**src/rtl/aoc_pkg.sv**
```systemverilog
// Shared types, sizes and helpers for the box overlap counter.
package aoc_pkg;

  // Number of cells in the chain, one stored box each
  localparam int MaxBoxes = 256;
  // Per-set counter width; it must hold MaxBoxes itself
  localparam int CntW     = $clog2(MaxBoxes + 1);
  localparam int CoordW   = 32;
  localparam int SetHitsW = 9;
  localparam int TotalW   = 32;

  typedef struct packed {
    logic signed [CoordW-1:0] min_x;
    logic signed [CoordW-1:0] min_y;
    logic signed [CoordW-1:0] max_x;
    logic signed [CoordW-1:0] max_y;
  } box_t;

  // One beat travelling down the chain
  typedef struct packed {
    logic            vld;     // beat present
    logic            last;    // final box of its set
    logic            placed;  // box already claimed a cell
    box_t            box;
    logic [CntW-1:0] cnt;     // hits gathered so far (used by the last beat)
  } aoc_tok_t;

  // Clamp the per-set count to the set_hits field
  function automatic logic [SetHitsW-1:0] sat_set_hits(input logic [CntW-1:0] c);
    logic [31:0] wide;
    wide = 32'(c);
    if (wide > 32'd511) begin
      return 9'd511;
    end
    return SetHitsW'(wide);
  endfunction

endpackage

```
**src/rtl/aoc_tally.sv**
```systemverilog
// Chain tail: turns a last beat into a result and keeps the running total.
module aoc_tally
  import aoc_pkg::*;
(
  input  logic                clk_i,
  input  logic                rst_ni,
  input  logic                adv_i,
  input  aoc_tok_t            tok_i,
  input  logic                out_stall_i,
  output logic                out_valid_o,
  output logic [SetHitsW-1:0] set_hits_o,
  output logic [TotalW-1:0]   total_hits_o
);

  logic                valid_q, valid_d;
  logic [SetHitsW-1:0] set_q, set_d;
  logic [TotalW-1:0]   total_q, total_d;
  logic [TotalW:0]     sum;
  logic                fire;

  // Add the set count into the saturating total
  always_comb begin
    fire    = adv_i && tok_i.vld && tok_i.last;
    set_d   = sat_set_hits(tok_i.cnt);
    sum     = {1'b0, total_q} + (TotalW + 1)'(set_d);
    total_d = total_q;
    valid_d = valid_q && out_stall_i;
    if (fire) begin
      total_d = sum[TotalW] ? {TotalW{1'b1}} : sum[TotalW-1:0];
      valid_d = 1'b1;
    end
  end

  // Hold the result until taken
  always_ff @(posedge clk_i or negedge rst_ni) begin
    if (!rst_ni) begin
      valid_q <= 1'b0;
      total_q <= '0;
    end else begin
      valid_q <= valid_d;
      total_q <= total_d;
    end
  end

  always_ff @(posedge clk_i) begin
    if (fire) begin
      set_q <= set_d;
    end
  end

  assign out_valid_o  = valid_q;
  assign set_hits_o   = set_q;
  assign total_hits_o = total_q;

endmodule

```
**config.mk**
```make
export PLATFORM = sky130hd
export DESIGN_NAME = aoc_tally
export DESIGN_NICKNAME = d
export VERILOG_FILES = /design/src/rtl/aoc_pkg.sv /design/src/rtl/aoc_tally.sv
export SDC_FILE = /design/constraint.sdc
export NUM_CORES = 1
export LEC_CHECK = 0
export BUFFER_PORTS_ARGS = -buffer_cell sky130_fd_sc_hd__buf_2
export CAP_MARGIN = 25
export CORE_ASPECT_RATIO = 1.5
export CORE_UTILIZATION = 33
export DETAILED_ROUTE_END_ITERATION = 8
export PLACE_DENSITY = 0.69
export SYNTH_ARGS = -nofsm -noshare
export SYNTH_HDL_FRONTEND = slang
export SYNTH_SLANG_ARGS = --single-unit
export TNS_END_PERCENT = 1
```
**constraint.sdc**
```tcl
create_clock -name clk_i -period 4.3 [get_ports clk_i]
set_clock_uncertainty 0.05 [all_clocks]
set_input_delay 0.215 -clock clk_i [delete_from_list [all_inputs] [get_ports clk_i]]
set_output_delay 0.215 -clock clk_i [all_outputs]
set_load 0.03 [all_outputs]
```
==> summary.md <==
| Metric | Value |
|---|---|
| Outcome | complete, but fails checks |
| Failing checks | design-rule violations |
| Yosys cell types | 43 |
| Peak VDD IR | around 0.17 mV |
| Crit path time final | ~3 ns |
| Crit-path max FO | 11 |
| IO Port Bufs | 56 |
| Largest net degree at the start of global routing | 34 |
| Detailed Route Iter0 Violations | 93 |
| Layout overhead on the synthesized area | 19.6% |
| Detailed Route WL | between 5 and 6 mm |
| Worst hold-check path type | in2reg |
| Slowest stage cell on the critical path | o211ai_1 |
| Register area share after synthesis | between 40% and 50% |
| Clk slew on worst S/H paths | 0.09 ns |
| Logic pwr share | about 41% |
| First-pass GRT wire length | 9.31 mm |
| Pwr Total | between 1 and 1.5 mW |
| DR vias/cell | roughly 5.4 |
| Grt met1 use | 18.3% |
| Diode count | 0 |
| Sequential share of power | between 30% and 40% |
| Critical path startpoint category | flop |
| Routed Antenna Nets | 0 |
| Cell row count | 37 |
| Setup Buffers After CTS | 0 |
| Cells after Synth | about 230 |
| Static Leak | 1.26 nW |
| RSZ-0062 raised after global routing | no |
| Share of cells above drive strength 1 | 25.1% |
| Fin. max-slew vios | 0 |
| Setup TNS | 0 ns |
| Avg Cell Area, Syn | about 10 um^2 |
| Reg2reg start | total_hits_o[0]$_DFFE_PN0P_ |
| WL/cell | around 16 um |
| DP HPWL | 4.13 mm |
| Ys Warns | 0 |
| CP Cell Sequence | ha_1 > fa_1 > a211oi_1 > nor3_1 > o211ai_1 > nand2_1 > mux2_1 |
| Cts bufs inserted | 5 |
| Switching Fraction | 40.8% |
| Final Hold Fails | 0 |
| CP peak stage delay | ~0.80 ns |
| Reg2reg setup slack | 1.30 ns |
| Nets | ~440 |
| Slew margin rel. | between 30% and 40% |
| Setup WS pre-CTS | 1.34 ns |
| Internal | around 0.85 mW |
| CTS HTree Levels | 2 |
| DR DRC count | 12 |
| Slew at the pin with the worst max-slew slack | 0.975 ns |
| MaxCap Viol Count | 0 |
| CTS root buf | clkbuf_8 |
| Area of the mapped netlist | about 2300 um^2 |
| Die area | approximately 7400 um^2 |
| Final setup vio count | 0 |
| Clock power share | between 20 and 25% |
| Total track usage | approximately 16% |
| Routed via count | 2005 |
| Final WS setup | approximately 1.3 ns |
| Crit path launch | total_hits_o[0]$_DFFE_PN0P_ |
| Vias in the first global route | approximately 1900 |
| CTS Sinks | 42 |
| Chip width | between 70 and 80 um |
| Achievable clock frequency | ~330 MHz |
| Core box area | approximately 7000 um^2 |
| TritonCTS clock tree | yes |
| Worst setup EP type | flop |
| Grt total ovfl | 0 |
| Fin crit share | between 60% and 70% |
| CP delay by family, top | compound AO/OA/AOI/OAI gates |
| Arrival @ worst endpoint | between 3 and 4 ns |
| I/O pins | 186 |
| Power Density | about 520 nW/um^2 |
| WS Path Type | reg2reg |
| Height of the die | about 100 um |
| WP data required | 4.43 ns |
| GR Layer Usage met3 | 5.69% |
| Initial cell density of the core | approximately 34% |
| Initial antenna violation count | 0 |
| Layer with the highest usage | met2 |
| FF+latch count, synth | 42 |
| Synth Net Count | between 300 and 400 |
| First-pass DRT Iterations | 6 |
| Fillers | between 700 and 800 |
| Gpl congestion | about 0.88 |
| CP Buf/Inv Count | 0 |
| Met2 GRT Util | 27.1% |
| Clock Path Buffers | 2 |
| NetSw | about 0.6 mW |
| Worst Hold Launch | tok_i[0] |
| Worst-Skew Late Latency | slightly above 0.3 ns |
-- power groups by stage --
| stage | logic [mW] | registers (mW) | clock network (mW) |
|---|---|---|---|
| after CTS | 0.593 | 0.533 | 0.328 |
| after global routing | 0.645 | 0.542 | 0.341 |
| after detailed placement | 0.589 | 0.541 | 0 |
| after global placement | 0.581 | 0.537 | 0 |
| final | 0.591 | 0.531 | 0.319 |
| after floorplan | 0.328 | 0.645 | 0 |
-- cell type report --
type                            instances  area [um^2]  area share [%]
Tap cell                               78         97.6            3.50
Multi-Input combinational cell        177         1170            41.8
Timing Repair Buffer                   58          298            10.7
Inverter                                6         22.5           0.808
Clock buffer                            6         72.6            2.60
Sequential cell                        42         1100            39.3
Clock inverter                          2         36.3            1.30
-- routing by layer --
| layer | share of wire (%) | routed length (um) |
|---|---|---|
| met3 | 8.0 | 461 |
| met2 | 50 | 2850 |
| met1 | 41 | 2360 |
| met5 | 0 | 0 |
| met4 | 1.3 | 74 |
-- stage by stage --
step | util [%] | std cells | cell area [um^2] | hold WS, ns
floorplan | - | 234 | 2330 | -0.131
global placement | 39.0 | 360 | 2670 | 0.291
detailed placement | 39.0 | 360 | 2670 | 0.298
CTS | 40.7 | 369 | 2790 | 0.0457
global route | 40.7 | 369 | 2790 | 0.0405
finish | 40.7 | 369 | 2790 | 0.0491
-- registers in the layout (all words and copies together) (netlist names) --
| name | count |
|---|---|
| total_hits_o | 32 |
| set_hits_o | 9 |
| out_valid_o | 1 |
-- cell usage after synthesis --
master     number  share of area [%]
inv_1           5               0.80
nand4b_1        1               0.38
nor3b_1         2               0.64
nand4_4         1               0.91
edfxtp_1        9                 12
nor2_1         13                2.1
nand4_1         4                1.1
ha_1            9                4.8
and3_1          6                1.6
nor4_1          1               0.27
o211ai_1        3               0.97
mux2_2          7                3.4
o22ai_1         1               0.27
clkbuf_1        3               0.48
buf_2           5                1.1
nand2_1        27                4.3
nor3_1          4               0.86
dfrtp_1        33                 35
fa_1            1               0.86
a211oi_1        3               0.97
o21ai_1         1               0.21
xnor2_1         4                1.5
a2111oi_4       1                1.2
a21oi_1        29                6.2
clkinv_1        1               0.16
a21o_1          6                1.9
xor2_1          2               0.75
mux2_1          1               0.48
and2_1          3               0.80
mux2i_1         3                1.3
o21ai_0         2               0.43
and4_1          3                1.1
nand3_1        11                2.4
nor2b_1         2               0.54
or3_1           1               0.27
a2111o_1        1               0.48
o21a_1          1               0.32
a2bb2oi_1       2               0.75
buf_6           1               0.48
a41oi_1         2               0.75
a31oi_1        17                4.6
or4_1           1               0.32
nand2b_1        1               0.27
-- repair_timing --
| action | 4_1_cts | 5_1_grt |
|---|---|---|
| hold endpoints to repair | 33 | 0 |
| hold buffers | 1 | 0 |
| gates resized for setup | 0 | 0 |
| endpoints found under the setup margin | 0 | 0 |
-- logic make-up after synthesis --
logic type	Yosys count	share of synthesized area, %
compound gates	69	19.0
flops	42	47.0
xor+xnor	6	2.25
buf+inv	15	3.00
fa+ha+maj	10	5.69
simple gates	81	17.9
mux	11	5.15
-- cell usage in the layout (no fill, tap or decap), drive strengths merged, types with 5 or more instances in the layout --
master	n
clkbuf	6
a31oi	17
ha	9
nand4	5
buf	57
nand3	11
and3	6
inv	6
a21o	6
mux2	8
edfxtp	9
dfrtp	33
nor2	13
nand2	27
a21oi	29
-- worst register-to-register path, cell delays in order (launching register included) --
cell	delay [ns]
dfrtp_1	0.41
ha_1	0.24
fa_1	0.43
a211oi_1	0.35
nor3_1	0.15
o211ai_1	0.80
nand2_1	0.12
mux2_1	0.33
-- final timing paths --
path,endpoint,cells past startpoint
worst max-delay path,total_hits_o[31]$_DFFE_PN0P_,7
worst min-delay path,set_hits_o[0]$_DFFE_PP_,1
worst max register to register,total_hits_o[31]$_DFFE_PN0P_,7
worst min register to register,out_valid_o$_DFF_PN0_,2
max in group asynchronous,total_hits_o[18]$_DFFE_PN0P_,2
min in group asynchronous,total_hits_o[9]$_DFFE_PN0P_,2
No activity file was read; power rests on OpenSTA's default activity.
