<file path="src/rtl/aoc_pkg.sv">
// Shared types, sizes and helpers for the box overlap counter.
package aoc_pkg;

  // Number of cells in the chain, one stored box each
  localparam int MaxBoxes = 256;
  // Per-set counter width; it must hold MaxBoxes itself
  localparam int CntW     = $clog2(MaxBoxes + 1);
  localparam int CoordW   = 32;
  localparam int SetHitsW = 9;
  localparam int TotalW   = 32;

  typedef struct packed {
    logic signed [CoordW-1:0] min_x;
    logic signed [CoordW-1:0] min_y;
    logic signed [CoordW-1:0] max_x;
    logic signed [CoordW-1:0] max_y;
  } box_t;

  // One beat travelling down the chain
  typedef struct packed {
    logic            vld;     // beat present
    logic            last;    // final box of its set
    logic            placed;  // box already claimed a cell
    box_t            box;
    logic [CntW-1:0] cnt;     // hits gathered so far (used by the last beat)
  } aoc_tok_t;

  // Clamp the per-set count to the set_hits field
  function automatic logic [SetHitsW-1:0] sat_set_hits(input logic [CntW-1:0] c);
    logic [31:0] wide;
    wide = 32'(c);
    if (wide > 32'd511) begin
      return 9'd511;
    end
    return SetHitsW'(wide);
  endfunction

endpackage

</file>
<file path="src/rtl/aoc_cell.sv">
// One chain cell: holds a stored box and its hit flag, compares each passing box.
module aoc_cell
  import aoc_pkg::*;
(
  input  logic     clk_i,
  input  logic     rst_ni,
  input  logic     adv_i,
  input  aoc_tok_t tok_i,
  output aoc_tok_t tok_o
);

  logic     occ_q, occ_d;
  logic     hit_q, hit_d;
  box_t     box_q;
  aoc_tok_t tok_q, tok_d;
  logic     touch;
  logic     hit_new;
  logic     take;

  // Compare the passing box against the stored one; edges touching count
  always_comb begin
    touch   = occ_q &&
              (box_q.min_x <= tok_i.box.max_x) && (box_q.max_x >= tok_i.box.min_x) &&
              (box_q.min_y <= tok_i.box.max_y) && (box_q.max_y >= tok_i.box.min_y);
    hit_new = hit_q | touch;
    take    = tok_i.vld && !occ_q && !tok_i.placed;
  end

  // Update the cell and the beat handed to the next cell
  always_comb begin
    occ_d = occ_q;
    hit_d = hit_q;
    tok_d = tok_i;
    if (tok_i.vld) begin
      if (occ_q) begin
        if (tok_i.last) begin
          tok_d.cnt = tok_i.cnt + CntW'(hit_new);
          occ_d     = 1'b0;
          hit_d     = 1'b0;
        end else begin
          hit_d = hit_new;
        end
      end else if (take) begin
        tok_d.placed = 1'b1;
        // a last box has nothing after it, so it never needs a cell
        occ_d        = !tok_i.last;
        hit_d        = 1'b0;
      end
    end
  end

  // Advance control state
  always_ff @(posedge clk_i or negedge rst_ni) begin
    if (!rst_ni) begin
      occ_q <= 1'b0;
      hit_q <= 1'b0;
      tok_q <= '0;
    end else if (adv_i) begin
      occ_q <= occ_d;
      hit_q <= hit_d;
      tok_q <= tok_d;
    end
  end

  // Capture the box when this cell claims it
  always_ff @(posedge clk_i) begin
    if (adv_i && take) begin
      box_q <= tok_i.box;
    end
  end

  assign tok_o = tok_q;

endmodule

</file>
<file path="config.mk">
export PLATFORM = sky130hd
export DESIGN_NAME = aoc_cell
export DESIGN_NICKNAME = d
export VERILOG_FILES = /design/src/rtl/aoc_pkg.sv /design/src/rtl/aoc_cell.sv
export SDC_FILE = /design/constraint.sdc
export NUM_CORES = 1
export LEC_CHECK = 0
export BUFFER_PORTS_ARGS = -buffer_cell sky130_fd_sc_hd__buf_2
export CORE_MARGIN = 3
export CORE_UTILIZATION = 50
export CTS_CLUSTER_SIZE = 28
export DETAILED_ROUTE_END_ITERATION = 16
export GPL_ROUTABILITY_DRIVEN = 0
export PLACE_DENSITY = 0.72
export SYNTH_ARGS = -nofsm -noshare
export SYNTH_HDL_FRONTEND = slang
export SYNTH_SLANG_ARGS = --single-unit
</file>
<file path="constraint.sdc">
create_clock -name clk_i -period 12.8 [get_ports clk_i]
set_input_delay 2.56 -clock clk_i [delete_from_list [all_inputs] [get_ports clk_i]]
set_output_delay 2.56 -clock clk_i [all_outputs]
set_load 0.03 [all_outputs]
</file>
==> results of run 1 <==
## cell usage after synthesis, types with 2 or more instances
| cell type | number |
|---|---|
| o21ai_1 | 2 |
| nor2b_1 | 4 |
| and3_1 | 3 |
| o31ai_1 | 2 |
| a21o_1 | 8 |
| a2111o_1 | 2 |
| xor2_1 | 6 |
| nand2_1 | 34 |
| o21bai_1 | 2 |
| o211ai_1 | 6 |
| edfxtp_1 | 128 |
| o21ai_0 | 18 |
| inv_1 | 137 |
| nor2_1 | 18 |
| a221o_1 | 2 |
| mux2_2 | 129 |
| a31oi_1 | 2 |
| nand2b_1 | 2 |
| nor3_1 | 5 |
| a211oi_1 | 2 |
| dfrtp_1 | 142 |
| nand4_1 | 29 |
| clkbuf_1 | 18 |
| mux2i_1 | 3 |
| a21oi_1 | 69 |
| nor4_1 | 6 |
| ha_1 | 130 |
| and4_1 | 2 |
| nand3_1 | 10 |
| a2111oi_0 | 3 |
## power by group
| part | switching [W] | total (W) | internal (W) |
|---|---|---|---|
| clock network | 0.000330 | 0.000817 | 0.000487 |
| logic | 0.000214 | 0.000332 | 0.000118 |
| registers | 0.0000255 | 0.000995 | 0.000969 |
| total | 0.000569 | 0.00214 | 0.00157 |
## cells by family after synthesis
| kind of cell | after synthesis | share of synthesized area, % |
|---|---|---|
| xor+xnor | 7 | 0.490 |
| fa+ha+maj | 130 | 13.0 |
| compound gates | 126 | 6.02 |
| flops | 270 | 59.1 |
| mux | 132 | 11.8 |
| simple gates | 119 | 4.91 |
| buf+inv | 155 | 4.65 |
## sequential cells by signal, indices dropped and copies added (netlist names)
| register | count |
|---|---|
| box_q | 128 |
| hit_q | 1 |
| occ_q | 1 |
| tok_o | 140 |
## layer usage
| layer | share of wire, % | track usage [%] | wire [um] |
|---|---|---|---|
| met1 | 45 | 28.8 | 12400 |
| met2 | 47 | 33.2 | 13000 |
| met3 | 6.7 | 4.04 | 1850 |
| met4 | 2.0 | 5.15 | 542 |
| met5 | 0 | 0 | 0 |
## path summary, 6_finish.rpt
check                                from   endpoint  slack, ps  cells past startpoint
worst min register to register  tok_o[78]  tok_o[78]        500                      1
worst min-delay path            tok_o[78]  tok_o[78]        500                      1
max in group asynchronous          rst_ni  tok_o[39]       9360                      2
min in group asynchronous          rst_ni  tok_o[89]       2040                      1
worst max register to register   box_q[7]   tok_o[8]       9250                     14
worst max-delay path            tok_i[80]   tok_o[8]       7450                     16
## final cells by class
class,instances,area [um2],share of cell area (%)
diodes,2,5.00,0.0328
multi-input cells,514,4540,29.8
clock inverters,10,77.6,0.508
repair buffers,286,1450,9.53
inverters,137,514,3.37
clock buffers,42,867,5.68
well taps,324,405,2.66
flip-flops and latches,270,7400,48.5
## through the flow
step                setup slack [ps]  power [W]  cells  cell area, um2
floorplan                        479    0.00122    939           12500
global placement                6930    0.00134   1531           14300
detailed placement              6810    0.00135   1531           14300
CTS                             7380    0.00217   1583           15300
global route                    7130    0.00224   1585           15300
finish                          7450    0.00214   1585           15300
==> impl_results.md, run 1 <==
* Status: finished clean
* Crit Path Max Fanout at 3
* I/O Pins at about 280
* FILL cells at approximately 1,900
* Initial antenna violation count at 2
* Clock H-tree levels at 1
* TritonCTS clock tree: built
* Worst Setup Start Kind: primary input
* Post-detail-place hpwl at between 20 and 25 mm
* P per Cell Area at 140 nW/um2
* Clk Latency, worst-skew pair at ~530 ps
* Post-Synthesis Cells at roughly 940
* Routed len/inst at between 15 and 20 um
* FMAX at approximately 190 MHz
* Nets at roughly 1,500
* Commonest non-fill, non-tap cell in the layout: buf_2
* Root Driver: clkbuf_16
* Clock transition at path regs at approximately 60 ps
* Crit share post-route at a little over two fifths
* CTS Sinks at 270
* Syn-to-layout area delta at 21.9%
* Post-CTS setup buffer count at 0
* Post-synth EDFFs at around 130
* Largest net degree at the start of global routing at 88
* RSZ-0062 raised after global routing: no
* Worst endpoint required time at ~13,000 ps
* Setup tns final at 0 ps
* Async SR Flop Fraction at 52.6%
* Sequential share of the synthesized area at 59.1%
* Most frequent cells in the layout: buf_2, dfrtp_1, inv_1
* Share of cells above drive strength 1 at between 30% and 40%
* Overflow after GRT at 0
* Dominant cell type by area after synthesis: edfxtp_1
* Die ar. at ~27,000 um2
* Fin crit period at 5350 ps
* Max_slew headroom at between 20 and 25%
* Largest stage delay, worst path at 360 ps
* Die width at about 160 um
* Detailed Route WL at around 28 mm
* CP Cell Sequence: buf_2 -> inv_1 -> ha_1 -> a21oi_1 -> o21ai_0 -> a221o_1 -> o31a_1 -> or3_1 -> a221oi_2 -> nor3_1 -> ha_1 -> ha_1 -> and4_1 -> nand3_1 -> xor2_1 -> a21oi_1
* Final Util at between 60 and 70%
* DRC viols at 0
* Slew @ Worst Pin at between 1000 and 1500 ps
* Syn_nets at ~1,200
* Cts bufs inserted at 28
* # port buffers at about 280
* CP delay by family, top: compound AO/OA/AOI/OAI gates
* Top-area cell type share of the netlist area at 30.7%
* First-pass GRT wire length at roughly 44 mm
* Peak VDD IR at 0.105 mV
* Avg Cell Area, Syn at roughly 13 um2
* Clock buffer depth at 3
* Total GRT Usage at between 20% and 30%
* Max-slew violation count at 0
* Core Area at 24,500 um2
* Hold_buf cts at 0
* Number of distinct library cells after synthesis at 45
* Starting density of the core at around half
* Number of global-route vias before repair at roughly 8,500
* Worst EP arrival at ~5700 ps
* P_leak at about 7.1 nW
* DR vias/cell at ~5.2
* Critical path class: primary input to flop
* Mapped Area at 12,500 um2
* Max cap viols at 0
* Num rows at 57
* Crit end category: flop
* DR iter-0 viols at about 380
* Final hold slack at ~500 ps
* Final number of setup-violating endpoints at 0
* Synth Flop Type: dfrtp_1
* CP Buf/Inv Count at 2
* Synth Register Bits at 270
* Drt pass-1 iters at 4
* Via count at 8,257
* Slowest stage cell on the critical path: or3_1
* Worst Clk Skew at around 6.3 ps
* Warnings, synthesis at 0
* PostCTS Resize Cnt at 0
* Hold Crit Class: flop to flop
* Hold Fails Final Rpt at 0
* Cell repeated most along the worst path: ha_1
* Die Ht at between 150 and 200 um
* Top cells by area, synth: edfxtp_1, dfrtp_1, ha_1, mux2_2, inv_1
* Detail Route Antenna Nets at 0
Power figures use the tool's default switching activity.
==> run 2: changes to the inputs <==
==> constraint.sdc (replaced) <==
create_clock -name clk_i -period 5.4 [get_ports clk_i]
set_input_delay 1.08 -clock clk_i [delete_from_list [all_inputs] [get_ports clk_i]]
set_output_delay 1.08 -clock clk_i [all_outputs]
set_load 0.03 [all_outputs]
==> impl_results.md, run 2 (synthesized netlist as in run 1, its figures left out) <==
* Clock share of power at 39.8% (+1.7 points)
* DR iter-0 viols at 494 (+29%)
* Gate power share at 15.1% (-0.4 points)
* Worst Clk Skew at 10.8 ps (+4.48 ps)
* I/O Pins at 283 (unchanged)
* Post-CTS setup buffer count at 0 (unchanged)
* Clock transition at path regs at 60 ps (about the same)
* Layout Cells excl Fill at 1,585 (unchanged)
* Hold_buf cts at 0 (unchanged)
* FILL cells at 1,887 (-1.5%)
* Peak VDD IR at 0.268 mV (+150%)
* Setup tns final at 0 ps (unchanged)
* Max_slew headroom at 36.0% (+13 points)
* Crit share post-route at 73.1%
* Hold Crit Class: flop to flop
* Most frequent cells in the layout: buf_2, dfrtp_1, inv_1
* Nets at 1,511 (+0.066%)
* R2R Path Start: box_q[7]
* Seq pwr share at 45.1% (-1.3 points)
* Share of cells above drive strength 1 at 37.1% (+0.050 points)
* Critical Path Start: tok_i[80]
* Number of global-route vias before repair at 8,681 (+1.9%)
* Crit end category: flop
* Max-slew violation count at 0 (unchanged)
* Die ar. at 27,000 um2 (unchanged)
* DRC viols at 0 (unchanged)
* # port buffers at 282 (unchanged)
* Hold Fails Final Rpt at 0 (unchanged)
* Sw frac at 26.3% (-0.30 points)
* Largest net degree at the start of global routing at 105 (+19%)
* Syn-to-layout area delta at 22.7%
* Critical path class: primary input to flop
* Slew @ Worst Pin at 960 ps (-196 ps)
* Detail Route Antenna Nets at 0 (unchanged)
* Clock H-tree levels at 1 (unchanged)
* Cell Int Power at 0.00386 W (+150%)
* First-pass GRT wire length at 44.8 mm (+1.6%)
* Die Ht at 164 um (unchanged)
* TritonCTS clock tree: built
* Clock buffer depth at 3 (unchanged)
* Switch Pwr at 0.00137 W (+140%)
* Worst EP arrival at 4340 ps (-1400 ps)
* Dpl cells at 1,532 (+0.065%)
* CTS Sinks at 270 (unchanged)
* Root Driver: clkbuf_16
* Post-detail-place hpwl at 20.9 mm (+1.1%)
* Worst endpoint required time at 5790 ps (-7400 ps)
* Core Area at 24,500 um2 (unchanged)
* Initial antenna violation count at 2 (unchanged)
* Via count at 8,375 (+1.4%)
* DR vias/cell at 5.28 (+1.4%)
* Detailed Route WL at 28.3 mm (+1.9%)
* Fin crit period at 3950 ps
* Status: finished clean
* Cts bufs inserted at 28 (unchanged)
* Largest register FFs at 140 (unchanged)
* Die width at 164 um (unchanged)
* Worst Setup Start Kind: primary input
* Worst Hold Launch: tok_o[99]
* Num rows at 57 (unchanged)
* FMAX at between 200 and 300 MHz
* Overflow after GRT at 0 (unchanged)
* PostCTS Resize Cnt at 0 (unchanged)
* Crit Path Max Fanout at 3 (unchanged)
* RSZ-0062 raised after global routing: no
* P_leak at 7.18 nW (+0.54%)
* Final number of setup-violating endpoints at 0 (unchanged)
* Max cap viols at 0 (unchanged)
* Drt pass-1 iters at 5 (+1)
* Starting density of the core at 51.2% (unchanged)
* Commonest non-fill, non-tap cell in the layout: buf_2
* Total GRT Usage at 20.9% (+0.32 points)
* Routed len/inst at 17.8 um (+1.9%)
* Clk Latency, worst-skew pair at 530 ps (about the same)
* P per Cell Area at 341 nW/um2 (+140%)
==> run 2: cell types whose count changed in the layout (fill, tap and decap cells not counted), moves of 2 or more <==
cell | previous run | this run
clkinv_2 | 8 | 4
bufinv_16 | 1 | 3
clkbuf_16 | 31 | 33
clkbuf_8 | 5 | 3
==> run 2: cell type report <==
cell class	count	area (um2)	area share, %
well taps	324	405	2.64
inverters	137	514	3.35
diodes	1	2.50	0.0163
multi-input cells	514	4550	29.6
clock buffers	41	886	5.77
clock inverters	11	136	0.888
repair buffers	287	1460	9.52
flip-flops and latches	270	7400	48.2
==> run 2: critical path: stages <==
cell and delay (ps):
buf_2 110, inv_1 40, ha_1 320, a21oi_1 140
o21ai_0 190, a221o_1 340, o31a_1 310, or3_1 370
a221oi_2 340, nor3_1 130, ha_1 220, ha_1 210
and4_1 200, nand3_1 100, xor2_1 160, a21oi_1 80
==> run 2: final timing paths <==
path	endpoint	slack (ps)	cells past startpoint
max in group asynchronous	tok_o[123]	3690	2
min	tok_o[99]	500	1
min in group asynchronous	tok_o[25]	660	1
max reg2reg	tok_o[8]	1790	14
min reg2reg	tok_o[99]	500	1
max	tok_o[8]	1450	16
==> run 2: power by group through the flow <==
| stage | logic [W] | registers, W | clock network (W) |
|---|---|---|---|
| floorplan | 0.000276 | 0.00261 | 0 |
| global placement | 0.000781 | 0.00239 | 0 |
| detailed placement | 0.000795 | 0.00240 | 0 |
| CTS | 0.000799 | 0.00236 | 0.00213 |
| global route | 0.000862 | 0.00238 | 0.00222 |
| finish | 0.000789 | 0.00236 | 0.00209 |
==> run 2: metal layers <==
| metal | GRT usage (%) | routed length, um | vias to the layer above |
|---|---|---|---|
| li1 | - | - | 3983 |
| met1 | 28.4 | 12100 | 4080 |
| met2 | 33.7 | 13400 | 259 |
| met3 | 4.51 | 1950 | 51 |
| met4 | 6.38 | 799 | 2 |
| met5 | 0 | 13 | - |
==> run 2: stage by stage <==
stage          setup slack (ps)  util (%)  hold slack [ps]  cell area [um2]  total power (W)
2_1_floorplan               466         -              599            12500          0.00289
3_3_place_gp                989      58.6              485            14300          0.00317
3_5_place_dp                913      58.6              489            14300          0.00319
4_1_cts                    1480      62.7              503            15300          0.00529
5_1_grt                    1270      62.8              508            15400          0.00545
6_report                   1450      62.8              501            15400          0.00523
==> run 3: changes to the inputs <==
--- a/config.mk
+++ b/config.mk
@@ -5,13 +5,14 @@
 export SDC_FILE = /design/constraint.sdc
 export NUM_CORES = 1
 export LEC_CHECK = 0
+export ABC_AREA = 1
 export BUFFER_PORTS_ARGS = -buffer_cell sky130_fd_sc_hd__buf_2
 export CORE_MARGIN = 3
-export CORE_UTILIZATION = 50
+export CORE_UTILIZATION = 49
 export CTS_CLUSTER_SIZE = 28
 export DETAILED_ROUTE_END_ITERATION = 16
 export GPL_ROUTABILITY_DRIVEN = 0
-export PLACE_DENSITY = 0.72
+export PLACE_DENSITY = 0.73
 export SYNTH_ARGS = -nofsm -noshare
 export SYNTH_HDL_FRONTEND = slang
 export SYNTH_SLANG_ARGS = --single-unit
==> constraint.sdc (replaced) <==
create_clock -name clk_i -period 3.45 [get_ports clk_i]
set_input_delay 0.69 -clock clk_i [delete_from_list [all_inputs] [get_ports clk_i]]
set_output_delay 0.69 -clock clk_i [all_outputs]
set_load 0.03 [all_outputs]
==> impl_results.md, run 3 <==
* DR vias/cell at 5.05 (-4.4%)
* R2R Path End: tok_o[4]
* Worst Setup Start Kind: flop
* CP delay by family, top: simple AND/OR/NAND/NOR gates
* Starting density of the core at 50.8% (-0.38 points)
* Final Util at 61.8% (-0.93 points)
* Root Driver: clkbuf_16
* Hold_buf cts at 0 (unchanged)
* Mapped Area at 12,600 um2 (+0.42%)
* Area taken by multi-input logic gates at 4420 um2 (-2.9%)
* Crit end category: flop
* FILL cells at 2,043 (+8.3%)
* Peak VDD IR at 0.497 mV (+86%)
* Number of global-route vias before repair at 9,683 (+12%)
* Clock buffer depth at 3 (unchanged)
* DRC viols at 0 (unchanged)
* Final number of setup-violating endpoints at 0 (unchanged)
* Avg Cell Area, Syn at 10.4 um2 (-22%)
* Routed len/inst at 16.7 um (-6.4%)
* Number of distinct library cells after synthesis at 31 (-31%)
* R2R Path Start: box_q[91]
* Post-Synthesis Cells at 1,212 (+29%)
* Worst Clk Skew at 6.61 ps (-4.19 ps)
* R2R Setup Slk at 600 ps (-1190 ps)
* Num rows at 57 (unchanged)
* Worst endpoint required time at 3860 ps (-1930 ps)
* Critical path class: flop to flop
* Synth Register Bits at 270 (unchanged)
* Clock transition at path regs at 60 ps (about the same)
* I/O Pins at 283 (unchanged)
* Nets at 1,775 (+17%)
* Async SR Flop Fraction at 52.6% (unchanged)
* First-pass GRT wire length at 49.6 mm (+11%)
* FMAX at about 350 MHz
* Status: finished clean
* Post-synth EDFFs at 128 (unchanged)
* Slowest stage cell on the critical path: edfxtp_1
* Crit share post-route at about 83%
* Max-slew violation count at 0 (unchanged)
* Detail Route Antenna Nets at 0 (unchanged)
* Core Area at 24,700 um2 (+1.2%)
* Fin crit period at around 2900 ps
* Syn_nets at 1,485 (+23%)
* Cell repeated most along the worst path: nand2_1
* TritonCTS clock tree: built
* Overflow after GRT at 0 (unchanged)
* Critical Path Start: box_q[91]
* Worst EP arrival at 3260 ps (-1080 ps)
* Post-detail-place hpwl at 23.2 mm (+11%)
* CP Buf/Inv Count at 2 (unchanged)
* Crit Path Max Fanout at 3 (unchanged)
* # port buffers at 282 (unchanged)
* Max cap viols at 0 (unchanged)
* Top-area cell type share of the netlist area at 30.6% (-0.13 points)
* Worst Reg-to-Reg Cells at 21 (+7)
* Initial antenna violation count at 5 (+3)
* FF+latch area at 7400 um2 (unchanged)
* Max_slew headroom at 49.0% (+13 points)
* Largest register FFs at 140 (unchanged)
* Hold Crit Class: primary input to async pin
* PostCTS Resize Cnt at 0 (unchanged)
* P_leak at 7.59 nW (+5.6%)
* Slew @ Worst Pin at 765 ps (-195 ps)
* Die ar. at 27,600 um2 (+2.4%)
* Warnings, synthesis at 0 (unchanged)
* Die width at 166 um (+1.2%)
* DP Area at 14,400 um2 (+0.43%)
* Detailed Route WL at 30.9 mm (+9.3%)
* Hold Fails Final Rpt at 0 (unchanged)
* Via count at 9,354 (+12%)
* Clock H-tree levels at 1 (unchanged)
* RSZ-0062 raised after global routing: no
* P per Cell Area at 511 nW/um2 (+50%)
* Synth Flop Type: dfrtp_1
* Clk Latency, worst-skew pair at 550 ps (+20 ps)
* DR iter-0 viols at 600 (+21%)
* Post-CTS setup buffer count at 0 (unchanged)
* Total GRT Usage at 22.0% (+1.1 points)
* Syn-to-layout area delta at 21.7%
* Count leader, synth: nand2_1
* Share of cells above drive strength 1 at 23.5% (-14 points)
* Most frequent cells after synthesis: nand2_1, inv_1, dfrtp_1, o21ai_0, ha_1
* Die Ht at 166 um (+1.2%)
* Most frequent cells in the layout: nand2_1, buf_2, inv_1
* CP Cell Sequence: ha_1 -> nand2_1 -> nor2_1 -> nand2_2 -> nor4_4 -> nand2_1 -> nand2_1 -> nand2_1 -> nand2_1 -> nand2_1 -> nand2_2 -> inv_2 -> nand2_2 -> nand2_1 -> ha_1 -> ha_1 -> nand2_1 -> buf_4 -> nor2_1 -> xnor2_1 -> o21ai_0
* Commonest non-fill, non-tap cell in the layout: nand2_1
* CTS Sinks at 270 (unchanged)
* Largest stage delay, worst path at 370 ps (about the same)
* Largest net degree at the start of global routing at 129 (+23%)
* Sequential share of the synthesized area at 58.8% (-0.25 points)
* Cts bufs inserted at 30 (+7.1%)
* Design Area, Final at 15,300 um2 (-0.33%)
* Top cells by area, synth: edfxtp_1, dfrtp_1, ha_1, nand2_1, o21ai_0
* Drt pass-1 iters at 5 (unchanged)
* Dominant cell type by area after synthesis: edfxtp_1
==> run 3: cell types whose count changed after synthesis, moves of 6 or more <==
cell     before  now
buf_2         0   11
inv_1       137  159
inv_2         0   11
mux2_2      129    0
nand2_1      34  298
nand4_1      29   11
nor2_1       18   38
nor2_2        0    6
nor4_1        6    0
o21a_1        1    7
o21ai_0      18  137
==> run 3: worst max-delay path by stage <==
stage	end	slack, ps	depth (start not counted)
5_1_grt	tok_o[4]	320	23
3_3_place_gp	tok_o[8]	120	20
6_report	tok_o[4]	600	21
3_5_place_dp	tok_o[8]	60	20
4_1_cts	tok_o[4]	540	18
2_1_floorplan	box_q[0]	-900	3
==> run 3: metrics by stage <==
| step | hold slack, ps | TNS [ps] | std cells | setup slack (ps) | total power [W] |
|---|---|---|---|---|---|
| finish | 147 | 0 | 1852 | 599 | 0.00782 |
| global route | 186 | 0 | 1849 | 315 | 0.00819 |
| CTS | 177 | 0 | 1849 | 543 | 0.00790 |
| detailed placement | 458 | 0 | 1794 | 62.1 | 0.00491 |
| global placement | 453 | 0 | 1794 | 118 | 0.00488 |
| floorplan | 394 | -115650 | 1212 | -904 | 0.00445 |
==> run 3: kinds of logic (layout without fill, tap and decap cells) <==
kind of cell	Yosys count	count (layout)	share of synthesized area, %
simple gates	378	378	12.3
flops	270	270	58.8
compound gates	226	226	9.38
buf+inv	203	516	6.17
fa+ha+maj	130	130	12.9
xor+xnor	5	5	0.348
other cells	0	3	0
==> run 3: area by class of cell <==
| type | count | area share, % |
|---|---|---|
| timing repair buffer | 289 | 9.94 |
| tap | 324 | 2.65 |
| sequential | 270 | 48.3 |
| clock buffer | 48 | 5.68 |
| clock inverter | 7 | 0.229 |
| inverter | 172 | 4.25 |
| antenna | 3 | 0.0491 |
| multi-input combinational | 739 | 28.9 |
==> run 3: worst reg2reg max path: stages (launching register included) <==
cell and delay (ps):
edfxtp_1 370, ha_1 310, nand2_1 70, nor2_1 240, nand2_2 120, nor4_4 170, nand2_1 100, nand2_1 60
nand2_1 40, nand2_1 50, nand2_1 60, nand2_2 60, inv_2 40, nand2_2 70, nand2_1 50, ha_1 190
ha_1 180, nand2_1 110, buf_4 140, nor2_1 50, xnor2_1 140, o21ai_0 90
==> run 3: power breakdown <==
group          switching, W  total, W  internal, W  leakage, nW
Combinational      0.000810   0.00116     0.000353         4.25
Clock               0.00126   0.00297      0.00171        0.441
Sequential        0.0000962   0.00368      0.00358         2.90
Total               0.00217   0.00782      0.00565         7.59
==> run 3: layer usage <==
layer | global-route usage (%) | wire length, um
met1 | 28.6 | 12800
met2 | 36.9 | 14600
met3 | 5.86 | 2670
met4 | 5.75 | 758
met5 | 0 | 46
